**config.mk**
```make
export PLATFORM = sky130hd
export DESIGN_NAME = pss_offset_unit
export DESIGN_NICKNAME = d
export VERILOG_FILES = /design/src/rtl/pss_pkg.sv /design/src/rtl/pss_offset_unit.sv
export SDC_FILE = /design/constraint.sdc
export NUM_CORES = 1
export LEC_CHECK = 0
export ABC_AREA = 1
export BUFFER_PORTS_ARGS = -buffer_cell sky130_fd_sc_hd__buf_2
export CORE_MARGIN = 1.5
export CORE_UTILIZATION = 37
export DETAILED_ROUTE_END_ITERATION = 6
export PLACE_DENSITY_LB_ADDON = 0.15
export SETUP_SLACK_MARGIN = 0.1
export SLEW_MARGIN = 20
export SYNTH_ARGS = -nofsm -noshare
export SYNTH_HDL_FRONTEND = slang
export SYNTH_SLANG_ARGS = --single-unit
export TNS_END_PERCENT = 10
```
**constraint.sdc**
```tcl
create_clock -name clk -period 1.06 [get_ports clk]
set_input_delay 0.106 -clock clk [delete_from_list [all_inputs] [get_ports clk]]
set_output_delay 0.106 -clock clk [all_outputs]
set_load 0.01 [all_outputs]
```
**src/rtl/pss_pkg.sv**
```systemverilog
// Shared types, constants and register codes for the plucked string synth.
package pss_pkg;

	localparam int SAMPLE_W = 16;
	localparam int PERIOD_W = 12;
	localparam int PITCH_W = 11;
	localparam int GAIN_W = 17;
	localparam int CFG_DATA_W = 17;
	localparam int CFG_IDX_W = 2;

	localparam int BURST_W = 13;
	localparam int BURST_MAX = 4096;

	localparam int DELAY_DEPTH_DEF = 4096;

	// largest negative offset: pitch at its minimum, period at its maximum
	localparam int OFF_NEG = 5119;

	localparam logic [PERIOD_W-1:0] PERIOD_RST = 12'd100;
	localparam logic [PITCH_W-1:0] PITCH_RST = 11'd0;
	localparam logic [GAIN_W-1:0] GAIN_RST = 17'd65535;

	typedef logic signed [SAMPLE_W-1:0] sample_t;

	typedef enum logic [CFG_IDX_W-1:0] {
		REG_PERIOD = 2'd0,
		REG_PITCH = 2'd1,
		REG_GAIN = 2'd2
	} cfg_reg_t;

	typedef struct packed {
		logic [PERIOD_W-1:0] period_length;
		logic [PITCH_W-1:0] pitch_offset;
		logic [GAIN_W-1:0] feedback_gain;
	} cfg_t;

endpackage

```
**src/rtl/pss_offset_unit.sv**
```systemverilog
// Reduces (pitch_offset - period_length) modulo the delay depth by reciprocal multiplication.
module pss_offset_unit import pss_pkg::*; #(
	parameter int DELAY_DEPTH = DELAY_DEPTH_DEF
) (
	input  logic                           clk,
	input  logic                           arst_n,
	input  cfg_t                           cfg,
	input  logic                           start,
	output logic                           busy,
	output logic [$clog2(DELAY_DEPTH)-1:0] offset
);

	localparam int AW = $clog2(DELAY_DEPTH);
	localparam int BIAS = DELAY_DEPTH * ((OFF_NEG + DELAY_DEPTH - 1) / DELAY_DEPTH);
	localparam int X_MAX = BIAS + (1 << (PITCH_W - 1)) - 1;
	localparam int TW = $clog2(X_MAX + 1);
	localparam int RECIP = (1 << TW) / DELAY_DEPTH;

	logic              pend_q;
	logic              mul_q;
	logic              fix_q;
	logic [TW-1:0]     acc_q;
	logic [TW-1:0]     quo_q;
	logic [AW-1:0]     offset_q;
	logic [TW-1:0]     load_val;
	logic [2*TW-1:0]   prod;
	logic [TW-1:0]     rem;

	assign load_val = TW'(BIAS)
		+ {{(TW-PITCH_W){cfg.pitch_offset[PITCH_W-1]}}, cfg.pitch_offset}
		- TW'(cfg.period_length);
	// quotient estimate is exact or one short; one compare and subtract corrects it
	assign prod = acc_q * TW'(RECIP);
	assign rem = acc_q - quo_q * TW'(DELAY_DEPTH);

	always_ff @(posedge clk or negedge arst_n) begin
		if (!arst_n) begin
			pend_q <= 1'b1;
			mul_q  <= 1'b0;
			fix_q  <= 1'b0;
		end else if (start) begin
			pend_q <= 1'b1;
			mul_q  <= 1'b0;
			fix_q  <= 1'b0;
		end else begin
			pend_q <= 1'b0;
			mul_q  <= pend_q;
			fix_q  <= mul_q;
		end
	end

	always_ff @(posedge clk) begin
		if (pend_q) begin
			acc_q <= load_val;
		end
		if (mul_q) begin
			quo_q <= prod[2*TW-1:TW];
		end
		if (fix_q) begin
			offset_q <= (rem >= TW'(DELAY_DEPTH)) ? AW'(rem - TW'(DELAY_DEPTH))
				: rem[AW-1:0];
		end
	end

	assign busy = pend_q | mul_q | fix_q;
	assign offset = offset_q;

endmodule

```
==> flow_summary.toml <==
[critical_path]
worst_setup_path_end_kind = "flop"
r2r_setup_slack_ns = 0.08
cp.required_ns = 1.09
critPathKind = "input pin to flop"
crit_path_start_kind = "input pin"
cp_max_fo = 3
crit_arrival_ns = 1.38

[placement]
dp_cells = 269
hpwl_um = 2210
gp_congestion = 0.858
dpl_cell_area_mm2 = 0.00203
port_buffers = 38

[die]
chipWidth_um = 68.4
die_h_um = 68.4
io_pins = 56
core-area_mm2 = 0.00406
initial_core_util_pct = 39.0
die-area_mm2 = 0.00468
rows = 23

[routing]
route.detailed.drc = 0
vias = 1218
antenna_left = 0
drtPass1Iterations = 4
wl_per_cell_um = 10.3
routed_wl_um = 2820
drt_iter0_markers = 59
post_drt_via_cell_ratio = 4.43

[sta]
rsz0062_at_grt = "true"
period_minus_slack_ns = 1.35
max_freq_mhz = 742
whs_ns = 0.169
hold_viol = 0
slew_viol_final = 0
setup_viol = 10
tightest_slew_ns = 0.259
post-route-period-util_pct = 127
fin_tns_setup_ns = -1.88
relSlewSlack_pct = 82.8
clock_skew_ns = 0.00236
worst_slack_ns = -0.287

[power]
leakage_nw = 1.11
total_power_mw = 2.78
comb_power_share_pct = 32.4
power.switching_uw = 757
clockPowerShare_pct = 19.7
intPower_mw = 2.02
p_per_area_mw_per_mm2 = 1190
swShare_pct = 27.2
p_seq_share_pct = 47.9
peakVddDrop_v = 0.000529

[logic_synthesis]
netlist_area_mm2 = 0.00158
ys_types = 17
yosysTopAreaCellShare_pct = 45.5
ys_seq_elements = 27
synth-compound-area-share_pct = 1.58
synth_cells = 168
synth-simple-area-share_pct = 18.9
synthAdderAreaFrac_pct = 17.9
synth_common_cells = "nand2_1 (44), inv_1 (36), edfxtp_1 (24)"
yosys-top-cells-area = "edfxtp_1 (46%), ha_1 (17%), nand2_1 (10%)"
synth_edf_count = 24
yosys_warnings = 0
seq_area_frac_synth_pct = 50.4
synth_top_family_by_area = "simple AND/OR/NAND/NOR gates"
synth_area_per_cell_um2 = 9.42
synth.area.mux_share_pct = 0
synth_nets = 233
yosysMostFrequentCell = "nand2_1"
synth_area_leader_cell = "edfxtp_1"
async_flop_share_pct = 11.1
ys.flop_type = "edfxtp_1"
synth_xor_area_share_pct = 2.77

[outcome]
status = "finished, violations left"
violations = "negative setup slack"

[global_route]
grt_overflow = 0
grt_max_degree = 16
antenna_found_initial = 0
grt_pass1_wl_um = 4570
first_global_vias = 1177
grtUsageTotal_pct = 12.9

[layout]
drive_above_1_share_pct = 46.2
instances_no_fill = 275
fin_area_mm2 = 0.00234
regArea_um2 = 798
num_antenna_cells = 0
syn2layout_area_growth_pct = 48.1
multiInputGateArea_um2 = 938
finalNetCount = 291
n_fill_cell = 324

[cts]
cts_max_level = 1
clk_pin_slew_ns = 0.08
clk_latency_ns = 0.26
cts_root_buf = "clkbuf_8"
cts_setup_buffers = 0
cts_tree = "done"
numCtsBuffers = 3
cts_sinks = 27
cts_buffer_depth = 2

[job]
max_cap_viol_count = 0

[hold_path]
hold_class = "input pin to async pin"
==> registers in the layout, summed over array words and instances, names as in the netlist <==
register and cells:
pend_q 1, mul_q 1, fix_q 1, offset 12
acc_q 12
==> final cells by class <==
| class | instances | area share [%] |
|---|---|---|
| Sequential cell | 27 | 34.0 |
| Multi-Input combinational cell | 105 | 40.0 |
| Clock inverter | 1 | 0.213 |
| Clock buffer | 3 | 1.76 |
| Timing Repair Buffer | 53 | 14.9 |
| Tap cell | 50 | 2.67 |
| Inverter | 36 | 6.40 |
==> worst paths after layout <==
kind / depth (start not counted) / startpoint / end
setup / recovery: 12 / cfg[29] / acc_q[11]$_DFFE_PP_
hold / removal: 2 / arst_n / fix_q$_DFF_PN0_
setup reg to reg: 1 / pend_q$_DFF_PN1_ / acc_q[5]$_DFFE_PP_
hold reg to reg: 0 / acc_q[3]$_DFFE_PP_ / offset[3]$_DFFE_PP_
max in group asynchronous: 2 / arst_n / pend_q$_DFF_PN1_
min in group clk: 3 / cfg[28] / acc_q[0]$_DFFE_PP_
==> layout by cell type (no fill, tap or decap), types with 4 or more instances in the layout <==
| cell | netlist | layout |
|---|---|---|
| inv_2 | 0 | 7 |
| nand2_2 | 1 | 6 |
| ha_1 | 21 | 5 |
| nor2_1 | 13 | 11 |
| inv_1 | 36 | 27 |
| buf_4 | 0 | 12 |
| nand2_1 | 44 | 38 |
| nand3_1 | 12 | 7 |
| edfxtp_1 | 24 | 24 |
| ha_4 | 0 | 15 |
| buf_2 | 0 | 34 |
| nand3_2 | 0 | 4 |
==> layer usage <==
metal / up-vias / track usage, % / part of all wire, %
li1: 647 / - / -
met1: 541 / 14.3 / 43
met2: 28 / 24.8 / 53
met3: 2 / 1.48 / 3.2
met4: 0 / 4.50 / 0.53
met5: - / 0 / 0
==> kinds of logic (layout without fill, tap and decap cells) <==
logic type | count (synthesis) | after routing
AND/OR/NAND/NOR | 73 | 73
buffers and inverters | 36 | 93
flip-flops | 27 | 27
adder cells (fa/ha/maj) | 22 | 22
AO/OA/AOI/OAI | 5 | 5
XOR/XNOR | 5 | 5
==> what timing repair did <==
action                                  CTS  global route
hold endpoints to repair                  4             0
endpoints found under the setup margin   35            23
gates cloned                              0             0
gates resized for setup                  30            12
pin swaps                                14             3
hold buffers                              2             0
==> metrics by stage <==
step	util, %	setup slack (ns)
global placement	50.0	-0.645
finish	57.8	-0.287
detailed placement	50.0	-0.674
CTS	56.5	-0.285
global route	57.8	-0.365
floorplan	-	-0.431
==> power groups by stage <==
stage                     Clock [mW]  Combinational (mW)  Sequential [mW]
final                          0.549               0.900             1.33
after global routing           0.599                1.00             1.34
after CTS                      0.563               0.852             1.33
after detailed placement           0               0.714             1.36
after floorplan                    0               0.432             1.36
after global placement             0               0.700             1.35
==> critical path, cell delays in order <==
cell and delay (ns):
buf_8 0.09, inv_12 0.03, ha_4 0.26, ha_4 0.13, inv_2 0.03, fa_2 0.36
inv_2 0.08, nand2_2 0.05, nand3_2 0.07, nand2_1 0.05, nand3_1 0.07, nand2_1 0.05
Power figures use the tool's default switching activity.
