$ cat config.mk
export PLATFORM = sky130hd
export DESIGN_NAME = pss_out_fifo_flat
export DESIGN_NICKNAME = d
export VERILOG_FILES = /design/src/rtl/pss_pkg.sv /design/src/rtl/pss_string_if.sv /design/src/rtl/pss_out_fifo.sv /design/src/flat_wrapper.sv
export SDC_FILE = /design/constraint.sdc
export NUM_CORES = 1
export LEC_CHECK = 0
export CORE_MARGIN = 1
export CORE_UTILIZATION = 45
export DETAILED_ROUTE_END_ITERATION = 16
export DONT_BUFFER_PORTS = 1
export PLACE_DENSITY = 0.62
export SETUP_SLACK_MARGIN = 0.15
export SLEW_MARGIN = 25
export SYNTH_ARGS = -nofsm -noshare
export SYNTH_HDL_FRONTEND = slang
export SYNTH_SLANG_ARGS = --single-unit
$ cat constraint.sdc
create_clock -name clk -period 2.4 [get_ports clk]
set_clock_uncertainty 0.1 [all_clocks]
set_input_delay 0.24 -clock clk [delete_from_list [all_inputs] [get_ports clk]]
set_output_delay 0.24 -clock clk [all_outputs]
set_load 0.02 [all_outputs]
$ cat src/rtl/pss_pkg.sv
// Shared types, constants and register codes for the plucked string synth.
package pss_pkg;

	localparam int SAMPLE_W = 16;
	localparam int PERIOD_W = 12;
	localparam int PITCH_W = 11;
	localparam int GAIN_W = 17;
	localparam int CFG_DATA_W = 17;
	localparam int CFG_IDX_W = 2;

	localparam int BURST_W = 13;
	localparam int BURST_MAX = 4096;

	localparam int DELAY_DEPTH_DEF = 4096;

	// largest negative offset: pitch at its minimum, period at its maximum
	localparam int OFF_NEG = 5119;

	localparam logic [PERIOD_W-1:0] PERIOD_RST = 12'd100;
	localparam logic [PITCH_W-1:0] PITCH_RST = 11'd0;
	localparam logic [GAIN_W-1:0] GAIN_RST = 17'd65535;

	typedef logic signed [SAMPLE_W-1:0] sample_t;

	typedef enum logic [CFG_IDX_W-1:0] {
		REG_PERIOD = 2'd0,
		REG_PITCH = 2'd1,
		REG_GAIN = 2'd2
	} cfg_reg_t;

	typedef struct packed {
		logic [PERIOD_W-1:0] period_length;
		logic [PITCH_W-1:0] pitch_offset;
		logic [GAIN_W-1:0] feedback_gain;
	} cfg_t;

endpackage

$ cat src/rtl/pss_string_if.sv
// Stream channel carrying string output samples.
interface pss_string_if import pss_pkg::*; ();
	logic valid;
	logic ready;
	sample_t string_sample;

	modport source (output valid, output string_sample, input ready);
	modport sink (input valid, input string_sample, output ready);
endinterface

$ cat src/rtl/pss_out_fifo.sv
// Three-entry result queue in front of the output channel.
module pss_out_fifo import pss_pkg::*; (
	input  logic          clk,
	input  logic          arst_n,
	input  logic          push,
	input  sample_t       din,
	output logic [1:0]    count,
	pss_string_if.source  voice
);

	localparam int ENTRIES = 3;

	sample_t    mem_q [ENTRIES];
	logic [1:0] wr_q;
	logic [1:0] rd_q;
	logic [1:0] cnt_q;
	logic       pop;

	assign pop = voice.valid && voice.ready;
	assign voice.valid = (cnt_q != 2'd0);
	assign voice.string_sample = mem_q[rd_q];
	assign count = cnt_q;

	always_ff @(posedge clk or negedge arst_n) begin
		if (!arst_n) begin
			wr_q  <= '0;
			rd_q  <= '0;
			cnt_q <= '0;
		end else begin
			if (push) begin
				wr_q <= (wr_q == 2'(ENTRIES - 1)) ? 2'd0 : wr_q + 2'd1;
			end
			if (pop) begin
				rd_q <= (rd_q == 2'(ENTRIES - 1)) ? 2'd0 : rd_q + 2'd1;
			end
			if (push && !pop) begin
				cnt_q <= cnt_q + 2'd1;
			end else if (pop && !push) begin
				cnt_q <= cnt_q - 2'd1;
			end
		end
	end

	always_ff @(posedge clk) begin
		if (push) begin
			mem_q[wr_q] <= din;
		end
	end

endmodule

$ cat src/flat_wrapper.sv
// flat-port wrapper written by rule: the top's interface ports become plain ports
module pss_out_fifo_flat import pss_pkg::*;
  (clk, arst_n, push, din, count, voice_valid, voice_string_sample, voice_ready);
  pss_string_if voice_i ();
  input  logic clk;
  input  logic arst_n;
  input  logic push;
  input  sample_t din;
  output logic [1:0] count;
  output wire logic [$bits(voice_i.valid)-1:0] voice_valid;
  output wire logic [$bits(voice_i.string_sample)-1:0] voice_string_sample;
  input wire logic [$bits(voice_i.ready)-1:0] voice_ready;
  assign voice_valid = voice_i.valid;
  assign voice_string_sample = voice_i.string_sample;
  assign voice_i.ready = voice_ready;
  pss_out_fifo u_core (.clk(clk), .arst_n(arst_n), .push(push), .din(din), .count(count), .voice(voice_i));
endmodule
==> metrics.md, run 1 <==
| Metric | Value |
|---|---|
| Area after DPL | 2170 sq um |
| Final Hold Fails | 0 |
| Core Area | 4380 sq um |
| Initial Util | 0.473 |
| Finished Cell Area | 2440 sq um |
| Syn avg cell area | 16.3 sq um |
| Gpl congestion | 0.644 |
| Die area | 4880 sq um |
| Via count | 1081 |
| Hold_buf cts | 17 |
| Worst Hold Slack | 0.0667 ns |
| Reg clk slew, reported paths | 0.08 ns |
| Layout cells sized above 1 | 0.112 |
| Worst endpoint required time | 2.06 ns |
| P&R area growth vs syn | 18.0% |
| CTS Sinks | 54 |
| Remaining antenna violation count | 0 |
| Flop2flop setup slack | 0.79 ns |
| Distinct cells, synth | 20 |
| Max H-tree Level | 2 |
| ANT cells | 0 |
| DPL Wire Length | 2.18 mm |
| Status | finished clean |
| Final setup viols | 0 |
| Final #Nets | 172 |
| Slew at the pin closest to its max-slew limit | 0.456 ns |
| Root buffer cell | clkbuf_8 |
| CTS tree | built |
| Ys Warns | 0 |
| Setup Buffers After CTS | 0 |
| VDD IR max | 0.504 mV |
| Grt total ovfl | 0 |
| Inserted Clock Buffers | 5 |
| RSZ-0062 raised after global routing | false |
| Power Density | 1170 nW/um^2 |
| Syn nets | 148 |
| # DRC | 0 |
| Crit Path Class | reg2out |
| Tmin final | 1.91 ns |
| Router iterations before antenna repair | 4 |
| Final wirelength | 3.36 mm |
| PortBufs | 0 |
| Number of gates resized after CTS | 0 |
| Initial antenna violation count | 0 |
| Crit path capture type | primary output |
| DR vias/cell | 5.30 |
| Multi-input gate area | 438 sq um |
| Max Clk Rate | 524 MHz |
| Clock Latency Late Sink | 0.30 ns |
| Post-Syn Instances | 127 |
| Seq/Total Area, Yosys | 0.768 |
| Worst hold stages | 2 |
| Leakage | 0.873 nW |
| Arrival @ worst endpoint | 1.57 ns |
| Die H | 69.9 um |
| Flip-flop and latch area | 1590 sq um |
| Largest net degree at the start of global routing | 24 |
| Max-slew headroom | 0.694 |
| Max Cap Viol | 0 |
| Routed length per instance | 16.5 um |
| Initial DRC count | 35 |
| First-pass GRT wire length | 5.53 mm |
| Clock Path Buffers | 2 |
| Post-Syn Area | 2070 sq um |
| Total track usage | 0.153 |
| Register bit total from synthesis | 54 |
| Slew Limit Fails | 0 |
| Period utilization | 0.796 |
| Worst Hold Class | in2reg |
| Die Span X | 69.9 um |
| Critical Path Fanout Max | 14 |
| FF-to-FF path depth | 5 |
| Fill cells | 363 |
| Worst Setup Start Kind | flop |
| Number of I/O pins | 39 |
| Setup TNS | 0 ns |
| Design Power | 2.86 mW |
| Core Rows | 24 |
| Vias in the first global route | 1132 |
[area by class of cell]
cell class / count / share of cell area
well taps: 52 / 0.0266
clock inverters: 1 / 0.0123
flip-flops and latches: 54 / 0.651
inverters: 1 / 0.00154
multi-input cells: 66 / 0.179
repair buffers: 23 / 0.0983
clock buffers: 7 / 0.0312
[registers in the layout, summed over array words and instances, names as in the netlist]
| name | cells |
|---|---|
| u_core.mem_q | 48 |
| u_core.count | 2 |
| u_core.wr_q | 2 |
| u_core.rd_q | 2 |
[per-stage QoR]
stage          instances  setup WS [ns]   util
6_report             204          0.490  0.558
5_1_grt              204          0.392  0.558
4_1_cts              204          0.457  0.558
3_5_place_dp         179          0.804  0.495
3_3_place_gp         179          0.835  0.495
2_1_floorplan        127          0.232      -
[where the power goes]
group	internal, mW	switching [mW]
combinational	0.311	0.591
sequential	1.22	0.159
clock	0.312	0.265
total	1.84	1.01
[cell usage after synthesis]
library cell | count | share of area
edfxtp_1 | 48 | 0.70
nand2_1 | 18 | 0.033
o21ai_1 | 17 | 0.041
mux2i_1 | 16 | 0.077
dfrtp_1 | 6 | 0.072
buf_2 | 4 | 0.0097
a21o_1 | 3 | 0.011
nor2_1 | 2 | 0.0036
xor2_1 | 2 | 0.0085
buf_12 | 1 | 0.0097
buf_6 | 1 | 0.0054
ha_1 | 1 | 0.0060
inv_1 | 1 | 0.0018
nand2b_1 | 1 | 0.0030
nor3_1 | 1 | 0.0024
nor3_2 | 1 | 0.0048
nor3b_1 | 1 | 0.0036
o21ai_2 | 1 | 0.0042
or2_1 | 1 | 0.0030
xnor2_1 | 1 | 0.0042
[worst max-delay path, cell delays in order (launching register included)]
cell     delay, ns
dfrtp_1       0.59
buf_12        0.22
mux2i_1       0.08
o21ai_1       0.38
[cells by family (layout without fill, tap and decap cells)]
kind of cell,count (synthesis),count (layout),synth area share
mux,16,16,0.0773
flops,54,54,0.768
fa+ha+maj,1,1,0.00604
compound gates,21,21,0.0562
buf+inv,7,32,0.0266
xor+xnor,3,3,0.0127
simple gates,25,25,0.0531
[metal layers]
layer  vias up  GRT usage  part of all wire
li1        514          -                 -
met1       530      0.179              0.42
met2        30      0.261              0.51
met3         7     0.0390             0.052
met4         0     0.0733             0.018
met5         -          0                 0
[worst paths after layout]
kind	startpoint	end
max	u_core.rd_q[0]$_DFFE_PN0P_	voice_string_sample[6]
min	voice_ready	u_core.rd_q[1]$_DFFE_PN0P_
max reg2reg	u_core.count[0]$_DFFE_PN0P_	u_core.count[1]$_DFFE_PN0P_
min reg2reg	u_core.wr_q[1]$_DFFE_PN0P_	u_core.wr_q[1]$_DFFE_PN0P_
max in group asynchronous	arst_n	u_core.count[1]$_DFFE_PN0P_
min in group asynchronous	arst_n	u_core.wr_q[0]$_DFFE_PN0P_
[cells in the final DEF (no fill, tap or decap)]
cell,n
edfxtp_1,48
nand2_1,18
o21ai_1,17
dlygate4sd3_1,17
mux2i_1,16
dfrtp_1,6
clkbuf_8,5
buf_4,4
a21o_1,3
nor3_2,2
xor2_1,2
clkbuf_1,2
buf_12,2
or2_1,1
o21ai_2,1
inv_1,1
nor3b_2,1
nor2_2,1
xnor2_1,1
nor2_1,1
nand2b_1,1
ha_1,1
bufinv_16,1
Note: power is estimated with default switching activity, not from simulation.
==> inputs of run 2 (changes only) <==
--- a/config.mk
+++ b/config.mk
@@ -9,7 +9,7 @@
 export CORE_UTILIZATION = 45
 export DETAILED_ROUTE_END_ITERATION = 16
 export DONT_BUFFER_PORTS = 1
-export PLACE_DENSITY = 0.62
+export PLACE_DENSITY = 0.64
 export SETUP_SLACK_MARGIN = 0.15
 export SLEW_MARGIN = 25
 export SYNTH_ARGS = -nofsm -noshare
==> constraint.sdc (replaced) <==
create_clock -name clk -period 1.6 [get_ports clk]
set_clock_uncertainty 0.1 [all_clocks]
set_input_delay 0.16 -clock clk [delete_from_list [all_inputs] [get_ports clk]]
set_output_delay 0.16 -clock clk [all_outputs]
set_load 0.02 [all_outputs]
==> run 2 against run 1 <==
The flow now finishes with violations (setup timing). Clock-buffer cell count unchanged. Flip-flop and latch count unchanged. Worst hold slack got worse by 0.024 ns. Routed wire length grew 0.89%. Setup slack lost 0.53 ns. Final cell count increased by 12%. Critical path depth increased by 1. Design area up 11%. Combinational power is 130% higher. Via count increased by 8.4%. Non-clock buffer count increased by 25. Largest power group is now combinational cells.
==> metrics.md, run 2 (synthesized netlist as in run 1, its figures left out) <==
| Metric | Value |
|---|---|
| Grt total ovfl | 0 |
| DR vias/cell | 5.12 |
| Flop2flop setup slack | 0.18 ns |
| Die H | 69.9 um |
| Max Clk Rate | 612 MHz |
| Worst endpoint required time | 1.34 ns |
| Clock Latency Late Sink | 0.29 ns |
| Arrival @ worst endpoint | 1.38 ns |
| Total track usage | 0.143 |
| Post-place setup slack | 0.201 ns |
| Power Density | 1790 nW/um^2 |
| Final wirelength | 3.39 mm |
| Die area | 4880 sq um |
| Max-slew headroom | 0.799 |
| Tmin final | 1.64 ns |
| Max H-tree Level | 2 |
| Largest net degree at the start of global routing | 36 |
| Final Hold Fails | 0 |
| Final #Nets | 197 |
| RSZ-0062 raised after global routing | true |
| Core Rows | 24 |
| Fin worst setup slack | -0.0352 ns |
| Max Cap Viol | 0 |
| Failing checks | setup timing |
| Sw Ratio | 0.342 |
| Router iterations before antenna repair | 4 |
| Slew Limit Fails | 0 |
| Final setup viols | 2 |
| RR Endpoint | u_core.count[1]$_DFFE_PN0P_ |
| Register bank with the most flops | u_core.mem_q |
| Part of the power in registers | 0.418 |
| Most common cell after layout, fill and taps aside | edfxtp_1 |
| Root buffer cell | clkbuf_8 |
| First-pass GRT wire length | 5.26 mm |
| P_sw | 1.66 mW |
| Final core occ | 0.618 |
| Setup TNS | -0.0558 ns |
| VDD IR max | 1.13 mV |
| Initial Util | 0.473 |
| Clock Path Buffers | 2 |
| Inserted Clock Buffers | 5 |
| Number of I/O pins | 39 |
| Gate power share | 0.422 |
| Routed length per instance | 14.8 um |
| FF-to-FF path depth | 5 |
| Gpl congestion | 0.610 |
| # DRC | 0 |
| Most frequent cells in the layout | edfxtp_1 (48), buf_4 (25), nand2_1 (18), dlygate4sd3_1 (18), o21ai_1 (15) |
| Clock share of power | 0.160 |
| Reg clk slew, reported paths | 0.09 ns |
| Worst Hold Class | in2reg |
| Die Span X | 69.9 um |
| PortBufs | 0 |
| Layout cells sized above 1 | 0.294 |
| Crit Path Class | reg2out |
| Internal Pwr Total | 3.20 mW |
| Crit path capture type | primary output |
| Initial antenna violation count | 0 |
| Period utilization | 1.02 |
| Core Area | 4380 sq um |
| Fill cells | 336 |
| Status | finished, violations left |
| RR Startpoint | u_core.count[0]$_DFFE_PN0P_ |
| Critical Path Fanout Max | 8 |
| Initial DRC count | 27 |
| Remaining antenna violation count | 0 |
| DPL Wire Length | 2.22 mm |
| Slew at the pin closest to its max-slew limit | 0.300 ns |
| Via count | 1172 |
| Worst hold path startpoint | push |
| Largest register FFs | 48 |
| Worst Setup Start Kind | flop |
| CTS tree | built |
| P&R area growth vs syn | 30.8% |
| Worst hold stages | 2 |
| ANT cells | 0 |
| CTS Sinks | 54 |
| Vias in the first global route | 1168 |
| Leakage | 1.00 nW |
| Hold EP | u_core.wr_q[1]$_DFFE_PN0P_ |
==> run 2: cell types whose count changed in the layout (fill, tap and decap cells not counted), moves of 2 or more <==
cell      delta
dfrtp_1      -3
o21ai_1      -2
buf_4       +21
mux2i_1      -2
clkbuf_8     +2
dfrtp_2      +3
buf_8        +2
clkbuf_1     -2
==> run 2: worst max-delay path: stages, from the launching register on <==
cell and delay [ns]:
dfrtp_2 0.44, buf_8 0.16, mux2i_2 0.25, o21ai_2 0.08
buf_4 0.16
==> run 2: how the worst max path moves through the flow <==
| stage | start | end | cells after the start |
|---|---|---|---|
| final | u_core.rd_q[0]$_DFFE_PN0P_ | voice_string_sample[3] | 4 |
| after global routing | u_core.rd_q[0]$_DFFE_PN0P_ | voice_string_sample[3] | 4 |
| after CTS | u_core.rd_q[0]$_DFFE_PN0P_ | voice_string_sample[3] | 4 |
| after detailed placement | u_core.count[1]$_DFFE_PN0P_ | u_core.count[1]$_DFFE_PN0P_ | 5 |
| after global placement | u_core.count[1]$_DFFE_PN0P_ | u_core.count[1]$_DFFE_PN0P_ | 5 |
| after floorplan | u_core.wr_q[1]$_DFFE_PN0P_ | u_core.mem_q[0][0]$_DFFE_PP_ | 1 |
==> run 2: what timing repair did <==
action | 4_1_cts | 5_1_grt
endpoints found under the hold margin | 54 | 1
hold buffers | 17 | 1
buffers inserted | 0 | 3
endpoints found under the setup margin | 16 | 17
pin swaps | 0 | 6
gates resized for setup | 2 | 14
cloned | 0 | 1
==> run 2: power groups by stage <==
| stage | registers (mW) | logic, mW | clock network [mW] |
|---|---|---|---|
| floorplan | 1.99 | 1.19 | 0 |
| global placement | 2.01 | 1.76 | 0 |
| detailed placement | 2.02 | 1.79 | 0 |
| CTS | 2.00 | 1.86 | 0.805 |
| global route | 2.05 | 2.19 | 0.839 |
| finish | 2.03 | 2.05 | 0.780 |
==> run 2: layout make-up <==
type	instances	area, sq um	area share
clock buffer	7	96.3	0.0355
clock inverter	1	3.75	0.00139
inverter	1	3.75	0.00139
multi-input combinational	66	492	0.181
sequential	54	1600	0.589
tap	52	65.1	0.0240
timing repair buffer	48	454	0.168
==> run 2: stage by stage <==
step / instances / hold WS (ns) / cell area [sq um] / power, mW
global route: 229 / 0.0442 / 2710 / 5.09
CTS: 224 / 0.0200 / 2590 / 4.66
global placement: 199 / -0.235 / 2310 / 3.77
detailed placement: 199 / -0.235 / 2310 / 3.81
floorplan: 127 / -0.236 / 2090 / 3.19
finish: 229 / 0.0427 / 2710 / 4.86
==> run 2: per-layer routing <==
metal	routed length (um)	vias up	global-route usage
li1	-	566	-
met1	1380	565	0.171
met2	1780	36	0.249
met3	178	5	0.0274
met4	48	0	0.0667
met5	0	-	0
